--- src/rtl/vpd_pkg.sv ---
// Shared constants, types and the saturation pressure table for the VPD block.
`default_nettype none
package vpd_pkg;

  // field widths
  localparam int TEMP_W  = 15;
  localparam int HUM_W   = 14;
  localparam int VPD_W   = 16;
  localparam int TMEAN_W = 14;
  localparam int HMEAN_W = 14;
  localparam int TSUM_W  = 20;
  localparam int HSUM_W  = 20;
  localparam int VSUM_W  = 23;

  // averaging window and the widest value it may take
  localparam int AVG_LEN  = 100;
  localparam int AVG_WMAX = 11;
  localparam int SEED_W   = VPD_W + AVG_WMAX;

  // Tetens table: 5 degC steps, 0..85 degC
  localparam int ES_STEP  = 500;
  localparam int ES_T_TOP = 8500;
  localparam int ES_TOP   = 58068;
  localparam int RH_FULL  = 10000;

  // serial divider: dividend bits, divisor bits, counter bits
  localparam int DIV_NW = 30;
  localparam int DIV_DW = 14;
  localparam int DIV_CW = 5;

  // serial multiplier: multiplicand bits, multiplier bits, counter bits
  localparam int MUL_AW = 16;
  localparam int MUL_BW = 14;
  localparam int MUL_CW = $clog2(MUL_BW + 1);

  typedef logic [DIV_NW-1:0]        div_num_t;
  typedef logic [DIV_DW-1:0]        div_den_t;
  typedef logic [DIV_CW-1:0]        div_cnt_t;
  typedef logic [MUL_AW-1:0]        mul_a_t;
  typedef logic [MUL_BW-1:0]        mul_b_t;
  typedef logic [MUL_AW+MUL_BW-1:0] mul_p_t;

  typedef struct packed {
    logic     start;
    div_cnt_t nbits;   // dividend bits to consume, dividend left-aligned
    div_num_t num;
    div_den_t den;
  } div_req_t;

  typedef struct packed {
    logic   start;
    mul_a_t a;
    mul_b_t b;
  } mul_req_t;

  function automatic logic [15:0] es_tab(input logic [4:0] idx);
    logic [15:0] v;
    case (idx)
      5'd0:    v = 16'd611;
      5'd1:    v = 16'd872;
      5'd2:    v = 16'd1228;
      5'd3:    v = 16'd1705;
      5'd4:    v = 16'd2338;
      5'd5:    v = 16'd3168;
      5'd6:    v = 16'd4243;
      5'd7:    v = 16'd5623;
      5'd8:    v = 16'd7376;
      5'd9:    v = 16'd9582;
      5'd10:   v = 16'd12337;
      5'd11:   v = 16'd15746;
      5'd12:   v = 16'd19933;
      5'd13:   v = 16'd25038;
      5'd14:   v = 16'd31217;
      5'd15:   v = 16'd38647;
      5'd16:   v = 16'd47525;
      5'd17:   v = 16'd58068;
      default: v = 16'd58068;
    endcase
    return v;
  endfunction

endpackage
`default_nettype wire

--- src/rtl/vpd_sdiv.sv ---
// Restoring divider, one quotient bit per cycle.
`default_nettype none
module vpd_sdiv (
  input  wire                 clk,
  input  wire                 rst_n,
  input  vpd_pkg::div_req_t   req,
  output logic                busy,
  output vpd_pkg::div_num_t   quot,
  output vpd_pkg::div_den_t   rem
);

  vpd_pkg::div_cnt_t cnt_r;
  vpd_pkg::div_num_t q_r;
  vpd_pkg::div_den_t rem_r;
  vpd_pkg::div_den_t den_r;

  logic [vpd_pkg::DIV_DW:0]   partial;
  logic [vpd_pkg::DIV_DW+1:0] diff;
  logic                       fits;

  assign partial = {rem_r, q_r[vpd_pkg::DIV_NW-1]};
  assign diff    = {1'b0, partial} - {2'b0, den_r};
  assign fits    = ~diff[vpd_pkg::DIV_DW+1];

  always_ff @(posedge clk) begin
    if (!rst_n) begin
      cnt_r <= '0;
    end else if (req.start) begin
      cnt_r <= req.nbits;
      q_r   <= req.num;
      rem_r <= '0;
      den_r <= req.den;
    end else if (cnt_r != '0) begin
      rem_r <= fits ? diff[vpd_pkg::DIV_DW-1:0] : partial[vpd_pkg::DIV_DW-1:0];
      q_r   <= {q_r[vpd_pkg::DIV_NW-2:0], fits};
      cnt_r <= cnt_r - vpd_pkg::div_cnt_t'(1);
    end
  end

  assign busy = (cnt_r != '0);
  assign quot = q_r;
  assign rem  = rem_r;

endmodule
`default_nettype wire

--- src/rtl/vpd_smul.sv ---
// Shift-add multiplier, one multiplier bit per cycle.
`default_nettype none
module vpd_smul (
  input  wire                 clk,
  input  wire                 rst_n,
  input  vpd_pkg::mul_req_t   req,
  output logic                busy,
  output vpd_pkg::mul_p_t     prod
);

  logic [vpd_pkg::MUL_CW-1:0] cnt_r;
  vpd_pkg::mul_a_t            a_r;
  vpd_pkg::mul_a_t            hi_r;
  vpd_pkg::mul_b_t            lo_r;
  logic [vpd_pkg::MUL_AW:0]   sum;

  assign sum = {1'b0, hi_r} + {1'b0, (lo_r[0] ? a_r : '0)};

  always_ff @(posedge clk) begin
    if (!rst_n) begin
      cnt_r <= '0;
    end else if (req.start) begin
      cnt_r <= vpd_pkg::MUL_CW'(vpd_pkg::MUL_BW);
      a_r   <= req.a;
      hi_r  <= '0;
      lo_r  <= req.b;
    end else if (cnt_r != '0) begin
      hi_r  <= sum[vpd_pkg::MUL_AW:1];
      lo_r  <= {sum[0], lo_r[vpd_pkg::MUL_BW-1:1]};
      cnt_r <= cnt_r - 1'b1;
    end
  end

  assign busy = (cnt_r != '0);
  assign prod = {hi_r, lo_r};

endmodule
`default_nettype wire

--- src/rtl/vpd_with_running_average_top.sv ---
// Top level: vapor pressure deficit with leaky running averages.
//
//  channel | direction | handshake            | payload
//  in_     | input     | in_valid / in_ready  | temperature, humidity
//  out_    | output    | out_valid / out_ready| sample_taken, vpd_now, averages
//
// A sample that is not used goes from the accept straight to the output load.
// A used sample takes longer, less above 85 degC (no table interpolation) and at full
// humidity (no deficit product or division). The shared bit-serial divider (one
// quotient bit per cycle, up to six divisions) and multiplier (up to two products) set it.
// One request is in work at a time.
// Synchronous active-low reset clears all sums, means and the last deficit.
// A result waits in the output register; the block finishes only when it is free.
`default_nettype none
module vpd_with_running_average_top (
  input  wire                              clk,
  input  wire                              rst_n,
  input  wire                              in_valid,
  output logic                             in_ready,
  input  wire  [vpd_pkg::TEMP_W-1:0]       in_temperature,
  input  wire  [vpd_pkg::HUM_W-1:0]        in_humidity,
  output logic                             out_valid,
  input  wire                              out_ready,
  output logic                             out_sample_taken,
  output logic [vpd_pkg::VPD_W-1:0]        out_vpd_now,
  output logic [vpd_pkg::TMEAN_W-1:0]      out_temp_average,
  output logic [vpd_pkg::HMEAN_W-1:0]      out_hum_average,
  output logic [vpd_pkg::VPD_W-1:0]        out_vpd_average
);

  localparam logic [3:0] S_IDLE = 4'd0;
  localparam logic [3:0] S_DT   = 4'd1;
  localparam logic [3:0] S_MF   = 4'd2;
  localparam logic [3:0] S_DE   = 4'd3;
  localparam logic [3:0] S_VS   = 4'd4;
  localparam logic [3:0] S_MULV = 4'd5;
  localparam logic [3:0] S_DV   = 4'd6;
  localparam logic [3:0] S_SUM  = 4'd7;
  localparam logic [3:0] S_MT   = 4'd8;
  localparam logic [3:0] S_MH   = 4'd9;
  localparam logic [3:0] S_MV   = 4'd10;
  localparam logic [3:0] S_OUT  = 4'd11;

  localparam int TV_W = vpd_pkg::TEMP_W - 1;  // positive temperature bits

  logic [3:0]                    state_r, state_nxt;
  logic [TV_W-1:0]               t_r;
  logic [vpd_pkg::HUM_W-1:0]     h_r;
  logic [4:0]                    i_r;
  logic [15:0]                   es_r;
  logic                          taken_r;
  logic                          out_valid_r;

  logic [vpd_pkg::TSUM_W-1:0]    temp_sum_r, temp_sum_nxt;
  logic [vpd_pkg::HSUM_W-1:0]    hum_sum_r, hum_sum_nxt;
  logic [vpd_pkg::VSUM_W-1:0]    vpd_sum_r, vpd_sum_nxt;
  logic [vpd_pkg::TMEAN_W-1:0]   temp_mean_r;
  logic [vpd_pkg::HMEAN_W-1:0]   hum_mean_r;
  logic [vpd_pkg::VPD_W-1:0]     vpd_mean_r;
  logic [vpd_pkg::VPD_W-1:0]     last_vpd_r;

  vpd_pkg::div_req_t div_req;
  vpd_pkg::mul_req_t mul_req;
  logic              div_busy, mul_busy;
  vpd_pkg::div_num_t div_quot;
  vpd_pkg::div_den_t div_rem;
  vpd_pkg::mul_p_t   mul_prod;

  logic        in_taken, in_hot, h_full, out_free;
  logic [4:0]  tab_idx;
  logic [15:0] tab_lo, tab_hi;

  vpd_sdiv u_div (
    .clk   (clk),
    .rst_n (rst_n),
    .req   (div_req),
    .busy  (div_busy),
    .quot  (div_quot),
    .rem   (div_rem)
  );

  vpd_smul u_mul (
    .clk   (clk),
    .rst_n (rst_n),
    .req   (mul_req),
    .busy  (mul_busy),
    .prod  (mul_prod)
  );

  // sum - mean floored at zero, plus the new value; caller saturates
  function automatic logic [23:0] leak(input logic [22:0] sum, input logic [15:0] mean,
                                       input logic [15:0] v);
    logic [22:0] s;
    s = (sum >= {7'b0, mean}) ? sum - {7'b0, mean} : '0;
    return {1'b0, s} + {8'b0, v};
  endfunction

  function automatic logic [vpd_pkg::SEED_W-1:0] seed(input logic [15:0] v);
    return vpd_pkg::SEED_W'(v) * vpd_pkg::SEED_W'(vpd_pkg::AVG_LEN);
  endfunction

  assign in_taken = ~in_temperature[vpd_pkg::TEMP_W-1] &&
                    (in_temperature != '0) && (in_humidity != '0);
  assign in_hot   = in_temperature[TV_W-1:0] >= TV_W'(vpd_pkg::ES_T_TOP);
  assign h_full   = h_r >= vpd_pkg::HUM_W'(vpd_pkg::RH_FULL);
  assign out_free = ~out_valid_r | out_ready;

  assign tab_idx = (state_r == S_DT) ? div_quot[4:0] : i_r;
  assign tab_lo  = vpd_pkg::es_tab(tab_idx);
  assign tab_hi  = vpd_pkg::es_tab(tab_idx + 5'd1);

  // running sums: leak when all three are live, then seed any that is zero
  logic [23:0]                 t_lk, h_lk, v_lk;
  logic [vpd_pkg::SEED_W-1:0]  t_sd, h_sd, v_sd;
  logic [vpd_pkg::TSUM_W-1:0]  t_step, t_seed;
  logic [vpd_pkg::HSUM_W-1:0]  h_step, h_seed;
  logic [vpd_pkg::VSUM_W-1:0]  v_step, v_seed;
  logic                        all_live;

  always_comb begin
    all_live = (temp_sum_r != '0) && (hum_sum_r != '0) && (vpd_sum_r != '0);
    t_lk = leak(23'(temp_sum_r), 16'(temp_mean_r), 16'(t_r));
    h_lk = leak(23'(hum_sum_r), 16'(hum_mean_r), 16'(h_r));
    v_lk = leak(vpd_sum_r, vpd_mean_r, last_vpd_r);
    t_sd = seed(16'(t_r));
    h_sd = seed(16'(h_r));
    v_sd = seed(last_vpd_r);

    t_step = temp_sum_r;
    h_step = hum_sum_r;
    v_step = vpd_sum_r;
    if (all_live) begin
      t_step = (|t_lk[23:vpd_pkg::TSUM_W]) ? '1 : t_lk[vpd_pkg::TSUM_W-1:0];
      h_step = (|h_lk[23:vpd_pkg::HSUM_W]) ? '1 : h_lk[vpd_pkg::HSUM_W-1:0];
      v_step = (|v_lk[23:vpd_pkg::VSUM_W]) ? '1 : v_lk[vpd_pkg::VSUM_W-1:0];
    end
    t_seed = (|t_sd[vpd_pkg::SEED_W-1:vpd_pkg::TSUM_W]) ? '1 : t_sd[vpd_pkg::TSUM_W-1:0];
    h_seed = (|h_sd[vpd_pkg::SEED_W-1:vpd_pkg::HSUM_W]) ? '1 : h_sd[vpd_pkg::HSUM_W-1:0];
    v_seed = (|v_sd[vpd_pkg::SEED_W-1:vpd_pkg::VSUM_W]) ? '1 : v_sd[vpd_pkg::VSUM_W-1:0];
    temp_sum_nxt = (t_step == '0) ? t_seed : t_step;
    hum_sum_nxt  = (h_step == '0) ? h_seed : h_step;
    vpd_sum_nxt  = (v_step == '0) ? v_seed : v_step;
  end

  // sequencer and requests to the shared units
  always_comb begin
    state_nxt = state_r;
    div_req   = '0;
    mul_req   = '0;
    case (state_r)
      S_IDLE: begin
        if (in_valid) begin
          if (!in_taken) begin
            state_nxt = S_OUT;
          end else if (in_hot) begin
            state_nxt = S_VS;
          end else begin
            div_req.start = 1'b1;
            div_req.num   = {in_temperature[TV_W-1:0], (vpd_pkg::DIV_NW-TV_W)'(0)};
            div_req.den   = vpd_pkg::div_den_t'(vpd_pkg::ES_STEP);
            div_req.nbits = vpd_pkg::div_cnt_t'(TV_W);
            state_nxt     = S_DT;
          end
        end
      end
      S_DT: begin
        if (!div_busy) begin
          mul_req.start = 1'b1;
          mul_req.a     = tab_hi - tab_lo;
          mul_req.b     = {5'b0, div_rem[8:0]};
          state_nxt     = S_MF;
        end
      end
      S_MF: begin
        if (!mul_busy) begin
          div_req.start = 1'b1;
          div_req.num   = {mul_prod[22:0] + 23'd250, 7'b0};
          div_req.den   = vpd_pkg::div_den_t'(vpd_pkg::ES_STEP);
          div_req.nbits = vpd_pkg::div_cnt_t'(23);
          state_nxt     = S_DE;
        end
      end
      S_DE: begin
        if (!div_busy) state_nxt = S_VS;
      end
      S_VS: begin
        if (h_full) begin
          state_nxt = S_SUM;
        end else begin
          mul_req.start = 1'b1;
          mul_req.a     = es_r;
          mul_req.b     = vpd_pkg::mul_b_t'(vpd_pkg::RH_FULL) - h_r;
          state_nxt     = S_MULV;
        end
      end
      S_MULV: begin
        if (!mul_busy) begin
          div_req.start = 1'b1;
          div_req.num   = mul_prod + vpd_pkg::div_num_t'(5000);
          div_req.den   = vpd_pkg::div_den_t'(vpd_pkg::RH_FULL);
          div_req.nbits = vpd_pkg::div_cnt_t'(vpd_pkg::DIV_NW);
          state_nxt     = S_DV;
        end
      end
      S_DV: begin
        if (!div_busy) state_nxt = S_SUM;
      end
      S_SUM: begin
        div_req.start = 1'b1;
        div_req.num   = {temp_sum_nxt, (vpd_pkg::DIV_NW-vpd_pkg::TSUM_W)'(0)};
        div_req.den   = vpd_pkg::div_den_t'(vpd_pkg::AVG_LEN);
        div_req.nbits = vpd_pkg::div_cnt_t'(vpd_pkg::TSUM_W);
        state_nxt     = S_MT;
      end
      S_MT: begin
        if (!div_busy) begin
          div_req.start = 1'b1;
          div_req.num   = {hum_sum_r, (vpd_pkg::DIV_NW-vpd_pkg::HSUM_W)'(0)};
          div_req.den   = vpd_pkg::div_den_t'(vpd_pkg::AVG_LEN);
          div_req.nbits = vpd_pkg::div_cnt_t'(vpd_pkg::HSUM_W);
          state_nxt     = S_MH;
        end
      end
      S_MH: begin
        if (!div_busy) begin
          div_req.start = 1'b1;
          div_req.num   = {vpd_sum_r, (vpd_pkg::DIV_NW-vpd_pkg::VSUM_W)'(0)};
          div_req.den   = vpd_pkg::div_den_t'(vpd_pkg::AVG_LEN);
          div_req.nbits = vpd_pkg::div_cnt_t'(vpd_pkg::VSUM_W);
          state_nxt     = S_MV;
        end
      end
      S_MV: begin
        if (!div_busy) state_nxt = S_OUT;
      end
      S_OUT: begin
        if (out_free) state_nxt = S_IDLE;
      end
      default: state_nxt = S_IDLE;
    endcase
  end

  always_ff @(posedge clk) begin
    if (!rst_n) begin
      state_r     <= S_IDLE;
      out_valid_r <= 1'b0;
      temp_sum_r  <= '0;
      hum_sum_r   <= '0;
      vpd_sum_r   <= '0;
      temp_mean_r <= '0;
      hum_mean_r  <= '0;
      vpd_mean_r  <= '0;
      last_vpd_r  <= '0;
    end else begin
      state_r <= state_nxt;
      if (state_r == S_OUT && out_free) begin
        out_valid_r <= 1'b1;
      end else if (out_ready) begin
        out_valid_r <= 1'b0;
      end
      case (state_r)
        S_IDLE: begin
          if (in_valid) begin
            t_r     <= in_temperature[TV_W-1:0];
            h_r     <= in_humidity;
            taken_r <= in_taken;
            if (in_hot) es_r <= 16'(vpd_pkg::ES_TOP);
          end
        end
        S_DT: begin
          if (!div_busy) i_r <= div_quot[4:0];
        end
        S_DE: begin
          if (!div_busy) es_r <= tab_lo + div_quot[15:0];
        end
        S_VS: begin
          if (h_full) last_vpd_r <= '0;
        end
        S_DV: begin
          if (!div_busy) last_vpd_r <= div_quot[vpd_pkg::VPD_W-1:0];
        end
        S_SUM: begin
          temp_sum_r <= temp_sum_nxt;
          hum_sum_r  <= hum_sum_nxt;
          vpd_sum_r  <= vpd_sum_nxt;
        end
        S_MT: begin
          if (!div_busy && temp_sum_r != '0) begin
            temp_mean_r <= (|div_quot[vpd_pkg::DIV_NW-1:vpd_pkg::TMEAN_W]) ? '1 :
                           div_quot[vpd_pkg::TMEAN_W-1:0];
          end
        end
        S_MH: begin
          if (!div_busy && hum_sum_r != '0) begin
            hum_mean_r <= (|div_quot[vpd_pkg::DIV_NW-1:vpd_pkg::HMEAN_W]) ? '1 :
                          div_quot[vpd_pkg::HMEAN_W-1:0];
          end
        end
        S_MV: begin
          if (!div_busy && vpd_sum_r != '0) begin
            vpd_mean_r <= (|div_quot[vpd_pkg::DIV_NW-1:vpd_pkg::VPD_W]) ? '1 :
                          div_quot[vpd_pkg::VPD_W-1:0];
          end
        end
        S_OUT: begin
          if (out_free) begin
            out_sample_taken <= taken_r;
            out_vpd_now      <= last_vpd_r;
            out_temp_average <= temp_mean_r;
            out_hum_average  <= hum_mean_r;
            out_vpd_average  <= vpd_mean_r;
          end
        end
        default: begin
        end
      endcase
    end
  end

  assign in_ready  = (state_r == S_IDLE);
  assign out_valid = out_valid_r;

endmodule
`default_nettype wire
--- config.mk ---
export PLATFORM = sky130hd
export DESIGN_NAME = vpd_with_running_average_top
export DESIGN_NICKNAME = d
export VERILOG_FILES = /design/src/rtl/vpd_pkg.sv /design/src/rtl/vpd_sdiv.sv /design/src/rtl/vpd_smul.sv /design/src/rtl/vpd_with_running_average_top.sv
export SDC_FILE = /design/constraint.sdc
export NUM_CORES = 1
export LEC_CHECK = 0
export BUFFER_PORTS_ARGS = -buffer_cell sky130_fd_sc_hd__buf_2
export CORE_ASPECT_RATIO = 0.9
export CORE_MARGIN = 2
export CORE_UTILIZATION = 60
export CTS_CLUSTER_SIZE = 28
export DETAILED_ROUTE_END_ITERATION = 8
export PLACE_DENSITY = 0.86
export SLEW_MARGIN = 20
export SYNTH_ARGS = -nofsm -noshare
export SYNTH_HDL_FRONTEND = slang
export SYNTH_SLANG_ARGS = --single-unit
--- constraint.sdc ---
create_clock -name clk -period 20.1 [get_ports clk]
set_input_delay 1.005 -clock clk [delete_from_list [all_inputs] [get_ports clk]]
set_output_delay 1.005 -clock clk [all_outputs]
set_load 0.1 [all_outputs]
==> metrics.cfg, run 1 <==
[final_layout]
final_area_mm2 = 0.0311
final_core_util = 0.655
fillCellCount = 3927
drive_gt1_frac = 0.0725
syn_to_final_growth_pct = 8.37
fin_cells = 4058
num-nets-final = 3789

[global_route]
gr-max-usage-layer = met2
grt_pass1_wl_mm = 141
antenna_found_initial = 2
grt.met2_usage = 0.546
grtUsageMet3 = 0.0842
met1_usage = 0.492
grt_use_total = 0.362
first_global_vias = 24500
grt_max_degree = 98
grt_overflow = 0

[clock_network]
clockRootBuffer = clkbuf_16
post_cts_buffers = 0
clock_latency_ns = 0.59
cts_tree = yes
cts_hold_buf = 0
cts-htree-levels = 2
clkTransAtPathRegs_ns = 0.06
cts_resized = 0
clockBufferDepth = 3
cts.sinks = 342
cts_made_buffers = 40

[worst_setup_path]
cp-start-kind = flip-flop
endpoint_kind = flip-flop
arrival_ns = 8.19
crit_type = reg -> reg
worstPathRequired_ns = 20.51
path_max_fanout = 19

[timing]
period_needed_ns = 7.78
hold_slack_ns = 0.441
timing.final.ws_setup_ns = 12.32
grt_setup_unrepaired = no
clock.fmax_mhz = 129
finalSetupTns_ns = 0
fin_crit_sh = 0.387
clock_skew_ns = 0.0309
hold_viol_final = 0
slew_viol_final = 0
worst_pin_slew_ns = 1.24
final-setup-viol-count = 0
relSlewSlack = 0.165

[route]
final_antenna_net_count = 0
wl_per_cell_um = 22.8
vias_per_cell = 6.56
wl_mm = 92.6
first_iter_violations = 3624
drcViolationCount = 0
vias = 26600
dr.pass1.iters = 6

[synth]
synthTopCellsByArea = edfxtp_1 (21%), ha_1 (14%), dfxtp_1 (9.5%), xnor2_1 (5.2%), nor2_1 (4.4%)
ys_ff_latch = 342
syn_nets = 3768
synth_edf_count = 205
yosysMostFrequentCell = nor2_1
yosysWarnings = 0
postSynthAreaPerCell_um2 = 8.50
synth_common_cells = nor2_1 (333), ha_1 (317), inv_1 (278)
syn_inst = 3380
synth_area_mm2 = 0.0287
synth_cell_types = 87
async_flop_share = 0
synth_ff_type = edfxtp_1
yosysSeqAreaShare = 0.310
synth_top_area_share = 0.214
synth_area_leader_cell = edfxtp_1

[placement]
place_area_mm2 = 0.0297
dp_slack_ns = 12.53
globalplace.congestion = 1.02
port_buffers = 95
dp_cells = 3983
dpl.hpwl_mm = 69.5

[pwr]
seq_power_share = 0.259
netSwitchingFraction = 0.472
p_total_mw = 4.61
p_per_area_mw_per_mm2 = 148
p_sw_mw = 2.18
pwr-share-comb = 0.571
p_leak_nw = 13.1
vdd_drop_max_uv = 132
internal_power_mw = 2.43
clkPwrFrac = 0.170

[hold_path]
hold_path_class = reg -> reg

[floorplan]
ios = 96
coreArea_mm2 = 0.0475
die_y_um = 212
dieWidth_um = 235
design.die.area_mm2 = 0.0496
fp-row-count = 76
start_util = 0.604

[run_status]
status = finished clean

[flow_run]
cap_viol_max_count = 0

[final cells by class]
cell class	instances	area (um^2)	area share
Antenna cell	1	2.50	0.0000804
Clock buffer	51	1120	0.0359
Clock inverter	23	285	0.00916
Inverter	281	1050	0.0339
Multi-Input combinational cell	2612	18300	0.588
Sequential cell	342	8900	0.286
Tap cell	624	781	0.0251
Timing Repair Buffer	124	693	0.0223
[power groups by stage]
stage          combinational, mW  sequential [mW]  clock [mW]
2_1_floorplan               1.98             1.05           0
3_3_place_gp                2.50             1.19           0
3_5_place_dp                2.54             1.18           0
4_1_cts                     2.57             1.17       0.788
5_1_grt                     2.87             1.20       0.816
6_report                    2.63             1.20       0.786
[cell families (layout without fill, tap and decap cells)]
family / after synthesis / in the layout / share of synthesized area
simple gates: 1044 / 1044 / 0.173
compound gates: 946 / 946 / 0.214
buf+inv: 426 / 479 / 0.0560
fa+ha+maj: 355 / 355 / 0.165
flops: 342 / 342 / 0.310
xor+xnor: 234 / 234 / 0.0714
mux: 33 / 33 / 0.0118
other cells: 0 / 1 / 0
[state kept, by name, indices dropped and copies added (netlist names), 16 cells and up]
| register | flops |
|---|---|
| out_vpd_average | 16 |
| last_vpd_r | 16 |
| u_mul.hi_r | 16 |
| u_div.quot | 30 |
| temp_sum_r | 20 |
| vpd_mean_r | 16 |
| out_vpd_now | 16 |
| vpd_sum_r | 23 |
| hum_sum_r | 20 |
| es_r | 16 |
| u_mul.a_r | 16 |
[worst max-delay path, stage by stage, from the launching register on]
cell and delay [ns]:
dfxtp_1 0.50, ha_1 0.37, a21o_1 0.25, a221oi_1 0.47
nand2_1 0.18, nor2_2 0.60, nor2_1 0.10, ha_1 0.25
fa_1 0.43, a211o_1 0.31, a2111oi_0 0.61, o21ai_0 0.31
nand4_1 0.18, a21oi_1 0.10, xnor2_1 0.19, a2111oi_2 0.37
o211ai_1 0.14, a211o_1 0.25, or4_4 0.54, nor4b_4 0.98
a21oi_1 0.27, o21ai_0 0.21
[metal layers]
layer | up-vias | share of wire | wire length (um)
met3 | 305 | 0.12 | 10800
li1 | 12300 | - | -
met5 | - | 0.00013 | 12
met2 | 1559 | 0.42 | 39300
met1 | 12500 | 0.41 | 37700
met4 | 2 | 0.052 | 4810
[path summary, 6_finish.rpt]
path,start,cells past startpoint,slack [ns],endpoint
setup / recovery,temp_sum_r[10],21,12.32,u_div.quot[28]
hold / removal,vpd_mean_r[5],0,0.44,out_vpd_average[5]
setup reg to reg,temp_sum_r[10],21,12.32,u_div.quot[28]
hold reg to reg,vpd_mean_r[5],0,0.44,out_vpd_average[5]
[cells in the final DEF, fill, tap and decap left out, types with 68 or more instances in the layout]
cell	netlist	layout
o21ai_0	224	224
inv_1	278	278
dfxtp_1	137	136
a21oi_1	235	233
a211oi_1	69	68
buf_2	1	95
edfxtp_1	205	205
nand3_1	98	98
nand2_1	243	243
xnor2_1	170	170
nor3_1	89	85
ha_1	317	317
nor2_1	333	329
Power figures use the tool's default switching activity.
==> run 2: changes to the inputs <==
Clock period 20.1 ns to 7.81 ns, I/O delays scaled along.
==> metrics.cfg, run 2 (synthesis gave the netlist of run 1 again) <==
[timing]
fin_crit_sh = 0.930
hold_viol_final = 0
finalSetupTns_ns = 0
worst_pin_slew_ns = 1.08
relSlewSlack = 0.281
timing.final.ws_setup_ns = 0.550
grt_setup_unrepaired = no
clock_skew_ns = 0.0211
period_needed_ns = 7.26
clock.fmax_mhz = 138
slew_viol_final = 0
final-setup-viol-count = 0

[worst_setup_path]
crit_type = reg -> reg
worst_r2r_startpoint = temp_mean_r[9]
cp-start-kind = flip-flop
worstPathRequired_ns = 8.21
worst-r2r-setup-slack_ns = 0.55
worstReg2RegEnd = u_div.quot[20]
ff2ff_path_depth = 23
endpoint_kind = flip-flop
path_max_fanout = 10
arrival_ns = 7.66

[floorplan]
dieWidth_um = 235
ios = 96
design.die.area_mm2 = 0.0496
fp-row-count = 76
die_y_um = 212
start_util = 0.604
coreArea_mm2 = 0.0475

[route]
dr.pass1.iters = 8
vias_per_cell = 6.59
first_iter_violations = 3808
vias = 26800
wl_mm = 90.8
wl_per_cell_um = 22.3
final_antenna_net_count = 0
drcViolationCount = 0

[pwr]
vdd_drop_max_uv = 402
p_leak_nw = 13.1
p_per_area_mw_per_mm2 = 377

[global_route]
grt_max_degree = 96
antenna_found_initial = 5
grt_overflow = 0
grt_pass1_wl_mm = 139
grt_use_total = 0.358
first_global_vias = 24600

[clock_network]
post_cts_buffers = 0
clock_latency_ns = 0.57
cts_hold_buf = 9
cts_made_buffers = 39
cts-htree-levels = 2
cts.sinks = 342
clockBufferDepth = 3
cts_resized = 0
clkTransAtPathRegs_ns = 0.06
cts_tree = yes
clockRootBuffer = clkbuf_16

[final_layout]
final_cell_mix = nor2_1 (327), ha_1 (317), inv_1 (278), nand2_1 (243), a21oi_1 (233)
fin_cells = 4070
drive_gt1_frac = 0.0717
syn_to_final_growth_pct = 8.56
num-nets-final = 3801
layout_commonest_cell = nor2_1
fillCellCount = 3915
largest_reg_flops = 30

[flow_run]
cap_viol_max_count = 0

[hold_path]
hold_path_class = in -> reg
hold_end = h_r[11]
holdPathStages = 1
hp-start = in_humidity[11]

[placement]
dp_slack_ns = 0.626
dp_cells = 3986
globalplace.congestion = 1.03
port_buffers = 95
dpl.hpwl_mm = 68.0

[run_status]
status = finished clean

[run 2: layout make-up]
type	count	area [um^2]	area share
flip-flops and latches	342	8900	0.285
multi-input cells	2612	18300	0.587
clock buffers	54	1100	0.0354
clock inverters	17	189	0.00606
diodes	3	7.51	0.000241
well taps	624	781	0.0250
inverters	281	1050	0.0338
repair buffers	137	826	0.0265
[run 2: worst max path at each step]
stage,startpoint,end,cells after the start
finish,temp_mean_r[9],u_div.quot[20],23
floorplan,state_r[2],u_div.quot[0],9
global route,temp_mean_r[9],u_div.quot[20],23
global placement,temp_mean_r[9],u_div.quot[11],23
detailed placement,temp_mean_r[9],u_div.quot[20],23
CTS,temp_mean_r[9],u_div.quot[20],23
[run 2: metrics by stage]
stage	cell area (um^2)	power, mW	hold WS (ns)	utilization
finish	31200	11.8	0.0222	0.656
global route	31200	12.5	0.00902	0.656
CTS	31100	11.5	0.000601	0.655
detailed placement	29700	9.56	0.416	0.626
global placement	29700	9.40	0.416	0.626
floorplan	28700	7.80	0.400	-
[run 2: critical path, stage by stage, from the launching register on]
cell,delay (ns)
dfxtp_1,0.36
inv_1,0.06
ha_1,0.33
and2_1,0.22
a221o_1,0.45
o31a_1,0.34
nor2_2,0.31
nor2_1,0.12
ha_1,0.25
fa_1,0.43
a211o_1,0.31
a2111oi_0,0.67
o21ai_0,0.28
nand4_1,0.18
a21oi_1,0.11
xnor2_1,0.21
a2111oi_2,0.38
o211ai_1,0.14
a211o_1,0.25
or4_4,0.54
nor4b_4,0.60
buf_4,0.29
a2bb2oi_1,0.10
o21ai_0,0.17
[run 2: metal layers]
layer / up-vias / part of all wire / track usage
met5: - / 0.00090 / 0
met4: 4 / 0.057 / 0.176
met3: 301 / 0.13 / 0.0888
met2: 1742 / 0.42 / 0.537
met1: 12400 / 0.39 / 0.484
li1: 12300 / - / -
[run 2: report_power, final]
| part | internal [mW] | switching [mW] | leakage (nW) | total [mW] |
|---|---|---|---|---|
| clock network | 1.12 | 0.775 | 0.638 | 1.90 |
| registers | 2.44 | 0.595 | 3.01 | 3.04 |
| logic | 2.65 | 4.18 | 9.49 | 6.83 |
